$ cat src/sv/sfr_pkg.sv
// Shared types, codes and the CRC-16/ARC byte update for the stuffed frame receiver.
package sfr_pkg;

    localparam int CfgIndexWidth = 3;
    localparam int CfgDataWidth  = 16;

    // Configuration register indexes
    localparam logic [CfgIndexWidth-1:0] CFG_LOCAL_ADDRESS    = 3'd0;
    localparam logic [CfgIndexWidth-1:0] CFG_PAYLOAD_CAPACITY = 3'd1;
    localparam logic [CfgIndexWidth-1:0] CFG_FLAG_VALUE       = 3'd2;
    localparam logic [CfgIndexWidth-1:0] CFG_ESCAPE_VALUE     = 3'd3;
    localparam logic [CfgIndexWidth-1:0] CFG_XOR_MASK         = 3'd4;

    // Configuration reset values
    localparam logic [7:0]  RST_LOCAL_ADDRESS    = 8'd0;
    localparam logic [15:0] RST_PAYLOAD_CAPACITY = 16'd1024;
    localparam logic [7:0]  RST_FLAG_VALUE       = 8'd126;
    localparam logic [7:0]  RST_ESCAPE_VALUE     = 8'd125;
    localparam logic [7:0]  RST_XOR_MASK         = 8'd32;

    // Result status codes
    localparam logic [1:0] ST_BUSY  = 2'd0;
    localparam logic [1:0] ST_ERROR = 2'd1;
    localparam logic [1:0] ST_READY = 2'd2;

    localparam logic [15:0] CRC_POLY_REFLECTED = 16'hA001;

    typedef enum logic [2:0] {
        PH_WAIT    = 3'd0,
        PH_SRC     = 3'd1,
        PH_DST     = 3'd2,
        PH_LEN_LO  = 3'd3,
        PH_LEN_HI  = 3'd4,
        PH_PAYLOAD = 3'd5,
        PH_CRC_LO  = 3'd6,
        PH_CRC_HI  = 3'd7
    } phase_t;

    typedef struct packed {
        logic [7:0]  local_address;
        logic [15:0] payload_capacity;
        logic [7:0]  flag_value;
        logic [7:0]  escape_value;
        logic [7:0]  xor_mask;
    } cfg_t;

    typedef struct packed {
        logic [1:0]  status;
        logic        payload_valid;
        logic [7:0]  payload_byte;
        logic [15:0] payload_index;
        logic [7:0]  source_address;
        logic [15:0] frame_len;
    } result_t;

    // One byte of reflected CRC-16/ARC, unrolled over the eight bits
    function automatic logic [15:0] crc_arc_byte(input logic [15:0] crc, input logic [7:0] b);
        logic [15:0] c;
        c = crc ^ {8'd0, b};
        for (int k = 0; k < 8; k++) begin
            if (c[0])
                c = (c >> 1) ^ CRC_POLY_REFLECTED;
            else
                c = c >> 1;
        end
        return c;
    endfunction

endpackage

$ cat src/sv/sfr_cfg.sv
// Configuration register bank of the stuffed frame receiver.
module sfr_cfg
    import sfr_pkg::*;
(
    input  logic                     clk,
    input  logic                     rst_n,
    input  logic                     cfg_we,
    input  logic [CfgIndexWidth-1:0] cfg_index,
    input  logic [CfgDataWidth-1:0]  cfg_data,
    output cfg_t                     cfg
);

    cfg_t cfg_reg;
    cfg_t cfg_next;

    always_comb
    begin
        cfg_next = cfg_reg;
        if (cfg_we)
        begin
            case (cfg_index)
                CFG_LOCAL_ADDRESS:    cfg_next.local_address    = cfg_data[7:0];
                CFG_PAYLOAD_CAPACITY: cfg_next.payload_capacity = cfg_data;
                CFG_FLAG_VALUE:       cfg_next.flag_value       = cfg_data[7:0];
                CFG_ESCAPE_VALUE:     cfg_next.escape_value     = cfg_data[7:0];
                CFG_XOR_MASK:         cfg_next.xor_mask         = cfg_data[7:0];
                default:              cfg_next = cfg_reg;
            endcase
        end
    end

    always_ff @(posedge clk or negedge rst_n)
    begin
        if (!rst_n)
        begin
            cfg_reg.local_address    <= RST_LOCAL_ADDRESS;
            cfg_reg.payload_capacity <= RST_PAYLOAD_CAPACITY;
            cfg_reg.flag_value       <= RST_FLAG_VALUE;
            cfg_reg.escape_value     <= RST_ESCAPE_VALUE;
            cfg_reg.xor_mask         <= RST_XOR_MASK;
        end
        else
        begin
            cfg_reg <= cfg_next;
        end
    end

    assign cfg = cfg_reg;

endmodule

$ cat src/sv/sfr_deframer.sv
// Unstuffing, frame parsing and CRC check: one wire word per step.
module sfr_deframer
    import sfr_pkg::*;
(
    input  logic       clk,
    input  logic       rst_n,
    input  logic       step_en,
    input  logic [7:0] raw_byte,
    input  cfg_t       cfg,
    output result_t    result
);

    phase_t      phase_reg,  phase_next;
    logic        esc_reg,    esc_next;
    logic [7:0]  src_reg,    src_next;
    logic [15:0] len_reg,    len_next;
    logic [15:0] cnt_reg,    cnt_next;
    logic [15:0] crc_reg,    crc_next;
    logic [7:0]  rcrc_lo_reg, rcrc_lo_next;

    logic        is_flag;
    logic        have;
    logic [7:0]  d;
    logic [15:0] len_full;
    logic [15:0] cnt_inc;

    // Decode the wire byte: flag, escape, or data
    always_comb
    begin
        is_flag = !esc_reg && (raw_byte == cfg.flag_value);
        have    = 1'b0;
        d       = raw_byte;
        if (!is_flag && (phase_reg != PH_WAIT))
        begin
            if (esc_reg)
            begin
                have = 1'b1;
                d    = raw_byte ^ cfg.xor_mask;
            end
            else if (raw_byte != cfg.escape_value)
            begin
                have = 1'b1;
            end
        end
    end

    assign len_full = {d, len_reg[7:0]};
    assign cnt_inc  = cnt_reg + 16'd1;

    // Next state
    always_comb
    begin
        phase_next   = phase_reg;
        esc_next     = esc_reg;
        src_next     = src_reg;
        len_next     = len_reg;
        cnt_next     = cnt_reg;
        crc_next     = crc_reg;
        rcrc_lo_next = rcrc_lo_reg;
        if (is_flag)
        begin
            phase_next = PH_SRC;
        end
        else if (phase_reg != PH_WAIT)
        begin
            if (esc_reg)
                esc_next = 1'b0;
            else if (raw_byte == cfg.escape_value)
                esc_next = 1'b1;
            if (have)
            begin
                case (phase_reg)
                    PH_SRC:
                    begin
                        src_next   = d;
                        phase_next = PH_DST;
                    end
                    PH_DST:
                    begin
                        phase_next = (d != cfg.local_address) ? PH_WAIT : PH_LEN_LO;
                    end
                    PH_LEN_LO:
                    begin
                        len_next   = {8'd0, d};
                        phase_next = PH_LEN_HI;
                    end
                    PH_LEN_HI:
                    begin
                        len_next = len_full;
                        cnt_next = 16'd0;
                        crc_next = 16'd0;
                        if (len_full > cfg.payload_capacity)
                            phase_next = PH_WAIT;
                        else if (len_full == 16'd0)
                            phase_next = PH_CRC_LO;
                        else
                            phase_next = PH_PAYLOAD;
                    end
                    PH_PAYLOAD:
                    begin
                        cnt_next = cnt_inc;
                        crc_next = crc_arc_byte(crc_reg, d);
                        if (cnt_inc == len_reg)
                            phase_next = PH_CRC_LO;
                    end
                    PH_CRC_LO:
                    begin
                        rcrc_lo_next = d;
                        phase_next   = PH_CRC_HI;
                    end
                    PH_CRC_HI:
                    begin
                        phase_next = PH_WAIT;
                    end
                    default:
                    begin
                        phase_next = PH_WAIT;
                    end
                endcase
            end
        end
    end

    // Result of this step
    always_comb
    begin
        result = '0;
        result.status = ST_BUSY;
        if (have)
        begin
            case (phase_reg)
                PH_DST:
                begin
                    if (d != cfg.local_address)
                        result.status = ST_ERROR;
                end
                PH_LEN_HI:
                begin
                    if (len_full > cfg.payload_capacity)
                        result.status = ST_ERROR;
                end
                PH_PAYLOAD:
                begin
                    result.payload_valid = 1'b1;
                    result.payload_byte  = d;
                    result.payload_index = cnt_reg;
                end
                PH_CRC_HI:
                begin
                    if ({d, rcrc_lo_reg} != crc_reg)
                    begin
                        result.status = ST_ERROR;
                    end
                    else
                    begin
                        result.status         = ST_READY;
                        result.source_address = src_reg;
                        result.frame_len      = len_reg;
                    end
                end
                default:
                begin
                    result.status = ST_BUSY;
                end
            endcase
        end
    end

    always_ff @(posedge clk or negedge rst_n)
    begin
        if (!rst_n)
        begin
            phase_reg   <= PH_WAIT;
            esc_reg     <= 1'b0;
            src_reg     <= 8'd0;
            len_reg     <= 16'd0;
            cnt_reg     <= 16'd0;
            crc_reg     <= 16'd0;
            rcrc_lo_reg <= 8'd0;
        end
        else if (step_en)
        begin
            phase_reg   <= phase_next;
            esc_reg     <= esc_next;
            src_reg     <= src_next;
            len_reg     <= len_next;
            cnt_reg     <= cnt_next;
            crc_reg     <= crc_next;
            rcrc_lo_reg <= rcrc_lo_next;
        end
    end

endmodule

$ cat src/sv/stuffed_frame_receiver_crc16.sv
// Path: an accepted word waits in the input register, and its result is then loaded into the result register.
// Throughput: one word per cycle; the CRC byte update and the phase step fit between the
//   input register and the result register, so the block takes a word every cycle unless a held result stalls it.
// A held result stalls the input side only when both registers are full.
// Reset (rst_n low, asynchronous) empties both registers, returns the parser to waiting for a
//   flag and loads the configuration defaults (flag 126, escape 125, mask 32, capacity 1024).
module stuffed_frame_receiver_crc16
    import sfr_pkg::*;
(
    input  logic                     clk,
    input  logic                     rst_n,
    // Wire byte input
    input  logic                     in_valid,
    output logic                     in_ready,
    input  logic [7:0]               raw_byte,
    // Result output
    output logic                     out_valid,
    input  logic                     out_ready,
    output logic [1:0]               status,
    output logic                     payload_valid,
    output logic [7:0]               payload_byte,
    output logic [15:0]              payload_index,
    output logic [7:0]               source_address,
    output logic [15:0]              frame_len,
    // Configuration writes
    input  logic                     cfg_we,
    input  logic [CfgIndexWidth-1:0] cfg_index,
    input  logic [CfgDataWidth-1:0]  cfg_data
);

    cfg_t       cfg;
    result_t    step_result;

    logic       in_valid_reg;
    logic [7:0] in_byte_reg;
    logic       out_valid_reg;
    result_t    out_reg;

    logic       step_en;

    // Advance the input word into the result register whenever that slot is free or draining.
    assign step_en  = in_valid_reg && (!out_valid_reg || out_ready);
    // Take a new word when the input register is empty or moves on this cycle.
    assign in_ready = !in_valid_reg || step_en;

    sfr_cfg u_cfg (
        .clk       (clk),
        .rst_n     (rst_n),
        .cfg_we    (cfg_we),
        .cfg_index (cfg_index),
        .cfg_data  (cfg_data),
        .cfg       (cfg)
    );

    sfr_deframer u_deframer (
        .clk      (clk),
        .rst_n    (rst_n),
        .step_en  (step_en),
        .raw_byte (in_byte_reg),
        .cfg      (cfg),
        .result   (step_result)
    );

    // Input register: hold the wire word until the parser consumes it.
    always_ff @(posedge clk or negedge rst_n)
    begin
        if (!rst_n)
            in_valid_reg <= 1'b0;
        else if (in_ready)
            in_valid_reg <= in_valid;
    end

    always_ff @(posedge clk)
    begin
        if (in_ready && in_valid)
            in_byte_reg <= raw_byte;
    end

    // Result register: hold the result until the consumer takes it.
    always_ff @(posedge clk or negedge rst_n)
    begin
        if (!rst_n)
            out_valid_reg <= 1'b0;
        else if (step_en)
            out_valid_reg <= 1'b1;
        else if (out_ready)
            out_valid_reg <= 1'b0;
    end

    always_ff @(posedge clk)
    begin
        if (step_en)
            out_reg <= step_result;
    end

    assign out_valid      = out_valid_reg;
    assign status         = out_reg.status;
    assign payload_valid  = out_reg.payload_valid;
    assign payload_byte   = out_reg.payload_byte;
    assign payload_index  = out_reg.payload_index;
    assign source_address = out_reg.source_address;
    assign frame_len      = out_reg.frame_len;

endmodule

$ cat config.mk
export PLATFORM = sky130hd
export DESIGN_NAME = stuffed_frame_receiver_crc16
export DESIGN_NICKNAME = d
export VERILOG_FILES = /design/src/sv/sfr_pkg.sv /design/src/sv/sfr_cfg.sv /design/src/sv/sfr_deframer.sv /design/src/sv/stuffed_frame_receiver_crc16.sv
export SDC_FILE = /design/constraint.sdc
export NUM_CORES = 1
export LEC_CHECK = 0
export BUFFER_PORTS_ARGS = -buffer_cell sky130_fd_sc_hd__buf_2
export CAP_MARGIN = 20
export CORE_UTILIZATION = 54
export DETAILED_ROUTE_END_ITERATION = 8
export GPL_TIMING_DRIVEN = 0
export PLACE_DENSITY = 0.77
export RECOVER_POWER = 25
export SLEW_MARGIN = 15
export SYNTH_ARGS = -nofsm -noshare
export SYNTH_HDL_FRONTEND = slang
export SYNTH_HIERARCHICAL = 1
export SYNTH_SLANG_ARGS = --single-unit
$ cat constraint.sdc
create_clock -name clk -period 3.6 [get_ports clk]
set_clock_uncertainty 0.15 [all_clocks]
set_input_delay 0.36 -clock clk [delete_from_list [all_inputs] [get_ports clk]]
set_output_delay 0.36 -clock clk [all_outputs]
set_load 0.005 [all_outputs]
==> results of run 1 <==
## power by group
| group | total (W) | switching [W] | leakage, nW | internal, W |
|---|---|---|---|---|
| sequential | 0.00304 | 0.000483 | 2.06 | 0.00255 |
| clock | 0.00182 | 0.000812 | 0.287 | 0.00100 |
| combinational | 0.00221 | 0.00121 | 2.26 | 0.000994 |
| total | 0.00706 | 0.00251 | 4.60 | 0.00455 |
## routing by layer
metal	GRT usage [%]	vias up	part of all wire, %
li1	-	3024	-
met1	32.8	3109	44
met2	38.6	238	47
met3	5.25	45	5.6
met4	9.87	0	2.9
met5	0	-	0
## per-stage QoR
stage	setup TNS, ns	util [%]	std cells
after floorplan	0	-	766
after CTS	0	65.8	1123
after detailed placement	-4.16	60.5	1067
after global routing	0	66.2	1136
final	0	66.2	1136
after global placement	-9.53	60.2	1066
## cell families (layout without fill, tap and decap cells)
kind of cell,after synthesis,after routing
flops,177,177
simple gates,229,229
fa+ha+maj,17,17
buf+inv,68,222
mux,50,50
compound gates,137,137
xor+xnor,88,88
## critical path: stages, from the launching register on
cell and delay (ns):
dfrtp_1 0.52, ha_1 0.34, nand3_1 0.34, nor2_2 0.31, xor2_1 0.17, a21boi_0 0.09, or4_1 0.60, o21ba_1 0.21
or4b_1 0.48, o211ai_1 0.11
## final cells by class
type | instances | area (um^2) | area share, %
Inverter | 34 | 128 | 1.20
Timing Repair Buffer | 122 | 763 | 7.15
Clock inverter | 13 | 126 | 1.18
Multi-Input combinational cell | 521 | 4030 | 37.8
Sequential cell | 177 | 4740 | 44.5
Tap cell | 216 | 270 | 2.53
Buffer | 34 | 150 | 1.41
Clock buffer | 19 | 453 | 4.25
## layout by cell type, fill, tap and decap left out, drive strengths merged, types with 8 or more instances in the layout
cell | synthesis | layout
clkbuf | 25 | 50
xnor2 | 44 | 44
nand2b | 8 | 8
nand2 | 63 | 63
dfstp | 14 | 14
edfxtp | 59 | 59
nor2 | 41 | 41
nand3 | 13 | 13
ha | 17 | 17
xor2 | 41 | 41
dlygate4sd3 | 0 | 16
buf | 9 | 109
nor3 | 12 | 12
and3 | 27 | 27
a22o | 8 | 8
o21ai | 64 | 64
and2 | 18 | 18
o2bb2ai | 8 | 8
inv | 34 | 39
o311ai | 10 | 10
dfrtp | 104 | 104
nand4 | 15 | 15
mux2 | 50 | 50
nor4 | 11 | 11
## path summary, 6_finish.rpt
| check | startpoint | to | slack (ns) | depth (start not counted) |
|---|---|---|---|---|
| max reg2reg | u_deframer/cnt_reg[0]$_DFFE_PN0P_ | u_deframer/phase_reg[1]$_DFFE_PN0P_ | 0.17 | 9 |
| min in group asynchronous | rst_n | u_cfg/cfg[3]$_DFFE_PN0P_ | 1.12 | 2 |
| max in group asynchronous | rst_n | u_deframer/rcrc_lo_reg[7]$_DFFE_PN0P_ | 0.71 | 2 |
| min reg2reg | u_deframer/src_reg[4]$_DFFE_PN0P_ | u_deframer/src_reg[4]$_DFFE_PN0P_ | 0.33 | 2 |
| min | cfg_data[14] | u_cfg/cfg[38]$_DFFE_PN0P_ | 0.01 | 2 |
| max | u_deframer/cnt_reg[0]$_DFFE_PN0P_ | u_deframer/phase_reg[1]$_DFFE_PN0P_ | 0.17 | 9 |
## what timing repair did
action,4_1_cts,5_1_grt
buffers inserted,9,12
hold endpoints to repair,46,1
cloned,0,0
endpoints found under the setup margin,24,52
gates resized for setup,6,8
hold buffers,15,1
pin swaps,2,3
==> impl_metrics.yaml, run 1 <==
worst_setup_path:
  endpoint_kind: "flip-flop"
  critPathLaunchType: "flip-flop"
  critical_path_class: "reg2reg"
  cp.arrival_ns: 3.62
  worstPathRequired_ns: 3.80
  cp_max_fo: 9
clocking:
  cts_root_buf: "clkbuf_16"
  numCtsBuffers: 17
  cts.sink_count: 177
  clk-insertion-delay-late_ns: 0.44
  cts_tree: "done"
  clk_pin_slew_ns: 0.07
  clk_path_buf_depth: 2
  htree_levels: 4
route:
  drc: 0
  wire_per_inst_um: 18.2
  drtIter0Drc: 547
  via_per_inst: 5.65
  firstDrtPassIters: 7
  ant_nets: 0
  via_count: 6416
  wirelength_mm: 20.7
yosys:
  synth-xor-area-share_pct: 10.2
  synth_fa_ha_area_share_pct: 2.36
  synth_nets: 815
  synth_top_family_by_area: "simple AND/OR/NAND/NOR gates"
  synth.area.mux_share_pct: 6.66
  synth-simple-area-share_pct: 13.7
  ys_ff_latch: 177
  synth_edf_count: 59
  synth_cell_types: 76
  synth_top_area_cell: "dfrtp_1"
  synth_area_per_cell_um2: 11.8
  syn_area_um2: 9010
  ys.flop_type: "dfrtp_1"
  synth_top_area_share_pct: 28.9
  synth_compound_area_share_pct: 11.2
  yosys-top-cells-area: "dfrtp_1 29%, edfxtp_1 20%, mux2_2 4.9%"
  synth_most_common_cell: "dfrtp_1"
  synth_common_cells: "104 x dfrtp_1, 63 x nand2_1, 59 x edfxtp_1"
  ys_seq_area_share_pct: 52.6
  yosys_warnings: 6
  syn_inst: 766
  async_flop_share_pct: 66.7
placement:
  pre_cts_slack_ns: -0.310
  place_hpwl_mm: 13.7
  place.gp.congestion: 0.931
  port_buffers: 84
  placed_cell_area_um2: 9750
global_routing:
  grt_first_pass_wirelength_mm: 32.5
  gr-total-overflow: 0
  grt_antenna_before_repair: 0
  first_global_vias: 6230
  grt_max_degree: 75
  grt.total_usage_pct: 24.4
floorplanning:
  die_x_um: 131
  dieArea_um2: 17200
  num_rows: 46
  start_util_pct: 55.9
  die_height_um: 131
  io_pins: 85
  core_um2: 16100
sta:
  rsz0062_at_grt: "false"
  min_period_ns: 3.43
  fin_crit_sh_pct: 95.2
  slew_headroom_pct: -71.8
  fmax_ghz: 0.292
  finalMaxSlewViolations: 45
  hold_viol_final: 0
  setup_viol: 0
  hold_ws_ns: 0.0108
  worst_pin_slew_ns: 2.58
  setup_slack_ns: 0.172
power:
  powerDensity_nw_per_um2: 662
  ir_drop_mv: 0.407
  power_w: 0.00706
  leakagePower_nw: 4.60
cells_and_area:
  area_delta_synth_final_pct: 18.3
  drive_gt1_share_pct: 25.4
  layout.nets: 956
  n_fill_cell: 1205
  antenna_cells: 0
  largest_reg_flops: 48
  finalInstanceArea_um2: 10700
worst_hold_path:
  hold_path.class: "in2reg"
run_status:
  violations: "capacitance limit, slew limit"
  status: "finished with violations"
run:
  cap_violations: 1
Note: power is estimated with default switching activity, not from simulation.
==> run 2: changes to the inputs <==
--- a/config.mk
+++ b/config.mk
@@ -10,6 +10,7 @@
 export CORE_UTILIZATION = 54
 export DETAILED_ROUTE_END_ITERATION = 8
 export GPL_TIMING_DRIVEN = 0
+export MAX_ROUTING_LAYER = met4
 export PLACE_DENSITY = 0.77
 export RECOVER_POWER = 25
 export SLEW_MARGIN = 15
==> run 2 against run 1 <==
Compared with the run above: the flow finishes with violations (hold timing, capacitance limit, slew limit); via count rose by 0.53%; utilization shrank 0.18 points; hold slack got worse by 0.016 ns; first-iteration DRC count increased by 7.5%; register-to-register slack got worse by 0.08 ns; routed wire length decreased by 1.6%; clock-buffer cell count down 1; combinational power about the same; global-route usage rose by 0.70 points; largest cell class unchanged; setup slack got worse by 0.078 ns.
==> impl_metrics.yaml, run 2 (synthesized netlist as in run 1, its figures left out) <==
sta:
  slew_headroom_pct: -52.0
  finalMaxSlewViolations: 49
  worst_pin_slew_ns: 2.28
  hold_viol_final: 1
  fin_crit_sh_pct: 97.4
  rsz0062_at_grt: "true"
  min_period_ns: 3.51
  hold_ws_ns: -0.00471
  finalSetupTns_ns: 0
  fmax_ghz: 0.285
  setup_viol: 0
worst_hold_path:
  hold_path.class: "in2reg"
  hold_depth: 2
  holdPathEnd: "u_cfg/cfg[32]$_DFFE_PN0P_"
  hp-start: "cfg_data[8]"
cells_and_area:
  drive_gt1_share_pct: 25.9
  layout_commonest_cell: "dfrtp_1"
  mostFrequentLayoutCells: "103 x dfrtp_1, 84 x buf_2, 63 x nand2_1"
  largest_reg_flops: 48
  antenna_cells: 0
  layout.nets: 951
  fin_util_pct: 66.0
  fin_cells: 1131
  area_delta_synth_final_pct: 18.0
route:
  drc: 0
  drtIter0Drc: 588
  via_count: 6450
  firstDrtPassIters: 5
  via_per_inst: 5.70
  ant_nets: 0
  wirelength_mm: 20.3
  wire_per_inst_um: 18.0
worst_setup_path:
  ff2ff_setup_slack_ns: 0.09
  critical_path_class: "reg2reg"
  endpoint_kind: "flip-flop"
  critPathLaunchType: "flip-flop"
  r2r-start: "u_deframer/phase_reg[1]$_DFFE_PN0P_"
  r2r_end: "u_deframer/phase_reg[0]$_DFFE_PN0P_"
  cp_max_fo: 10
  worstPathRequired_ns: 3.76
  r2r_cells: 12
  cp.arrival_ns: 3.67
clocking:
  cts.sink_count: 177
  cts_root_buf: "clkbuf_16"
  clk_path_buf_depth: 2
  numCtsBuffers: 17
  cts_tree: "done"
  clk_pin_slew_ns: 0.06
  clk-insertion-delay-late_ns: 0.44
  htree_levels: 4
floorplanning:
  io_pins: 85
  core_um2: 16100
  die_x_um: 131
  dieArea_um2: 17200
  start_util_pct: 55.9
  die_height_um: 131
  num_rows: 46
power:
  ir_drop_mv: 0.405
  powerDensity_nw_per_um2: 657
  leakagePower_nw: 4.59
run_status:
  status: "finished with violations"
  violations: "hold timing, capacitance limit, slew limit"
global_routing:
  gr-total-overflow: 0
  first_global_vias: 6219
  grt.total_usage_pct: 25.1
  grt_antenna_before_repair: 0
  grt_max_degree: 71
  grt_first_pass_wirelength_mm: 32.6
placement:
  port_buffers: 84
  place.gp.congestion: 0.949
  place_hpwl_mm: 13.6
  place_inst: 1067
run:
  cap_violations: 1
==> run 2: what timing repair did <==
item,in CTS,in global routing
gates resized for setup,6,9
pin swaps,2,2
hold buffers,14,0
endpoints found under the hold margin,58,0
endpoints found under the setup margin,24,57
setup buffers,6,12
==> run 2: layout make-up <==
| cell class | count | area, um^2 |
|---|---|---|
| clock buffers | 18 | 450 |
| repair buffers | 117 | 738 |
| flip-flops and latches | 177 | 4740 |
| plain buffers | 34 | 150 |
| inverters | 34 | 128 |
| clock inverters | 14 | 111 |
| multi-input cells | 521 | 4050 |
| fillers | 1230 | 5480 |
| well taps | 216 | 270 |
==> run 2: report_power, final <==
group          total (W)  switching [W]  leakage (nW)  internal [W]
Combinational    0.00220        0.00120          2.25      0.000995
Sequential       0.00304       0.000486          2.06       0.00255
Clock            0.00176       0.000816         0.281      0.000943
==> run 2: metal layers <==
metal	part of all wire [%]	up-vias	global-route usage, %
met4	1.9	0	9.02
met5	0	-	-
met2	48	237	39.5
met3	5.7	31	4.55
li1	-	3028	-
met1	44	3154	32.7
==> run 2: worst max-delay path by stage <==
stage / from / slack (ns) / to
final: u_deframer/phase_reg[1]$_DFFE_PN0P_ / 0.09 / u_deframer/phase_reg[0]$_DFFE_PN0P_
after detailed placement: u_deframer/phase_reg[1]$_DFFE_PN0P_ / -0.27 / u_deframer/phase_reg[0]$_DFFE_PN0P_
after global routing: u_deframer/phase_reg[1]$_DFFE_PN0P_ / -0.05 / u_deframer/phase_reg[0]$_DFFE_PN0P_
after floorplan: u_deframer/phase_reg[1]$_DFFE_PN0P_ / 0.43 / u_deframer/phase_reg[0]$_DFFE_PN0P_
after CTS: u_deframer/phase_reg[0]$_DFFE_PN0P_ / 0.02 / u_deframer/phase_reg[0]$_DFFE_PN0P_
after global placement: u_deframer/phase_reg[1]$_DFFE_PN0P_ / -0.29 / u_deframer/phase_reg[0]$_DFFE_PN0P_
==> run 2: critical path: stages, from the launching register on <==
cell and delay (ns):
dfrtp_1 0.59, buf_2 0.31, o311ai_4 0.35, xor2_4 0.26, inv_1 0.09, ha_1 0.28, nand4_1 0.11, nor2_1 0.17
o211ai_1 0.14, a31oi_2 0.28, nor3_1 0.11, a211o_1 0.27, mux2_1 0.28
==> run 2: through the flow <==
step | power [W] | area, um^2 | setup slack (ns)
after detailed placement | 0.00517 | 9750 | -0.271
final | 0.00699 | 10600 | 0.0941
after floorplan | 0.00454 | 9020 | 0.425
after global placement | 0.00508 | 9710 | -0.287
after CTS | 0.00698 | 10600 | 0.0172
after global routing | 0.00739 | 10600 | -0.0454
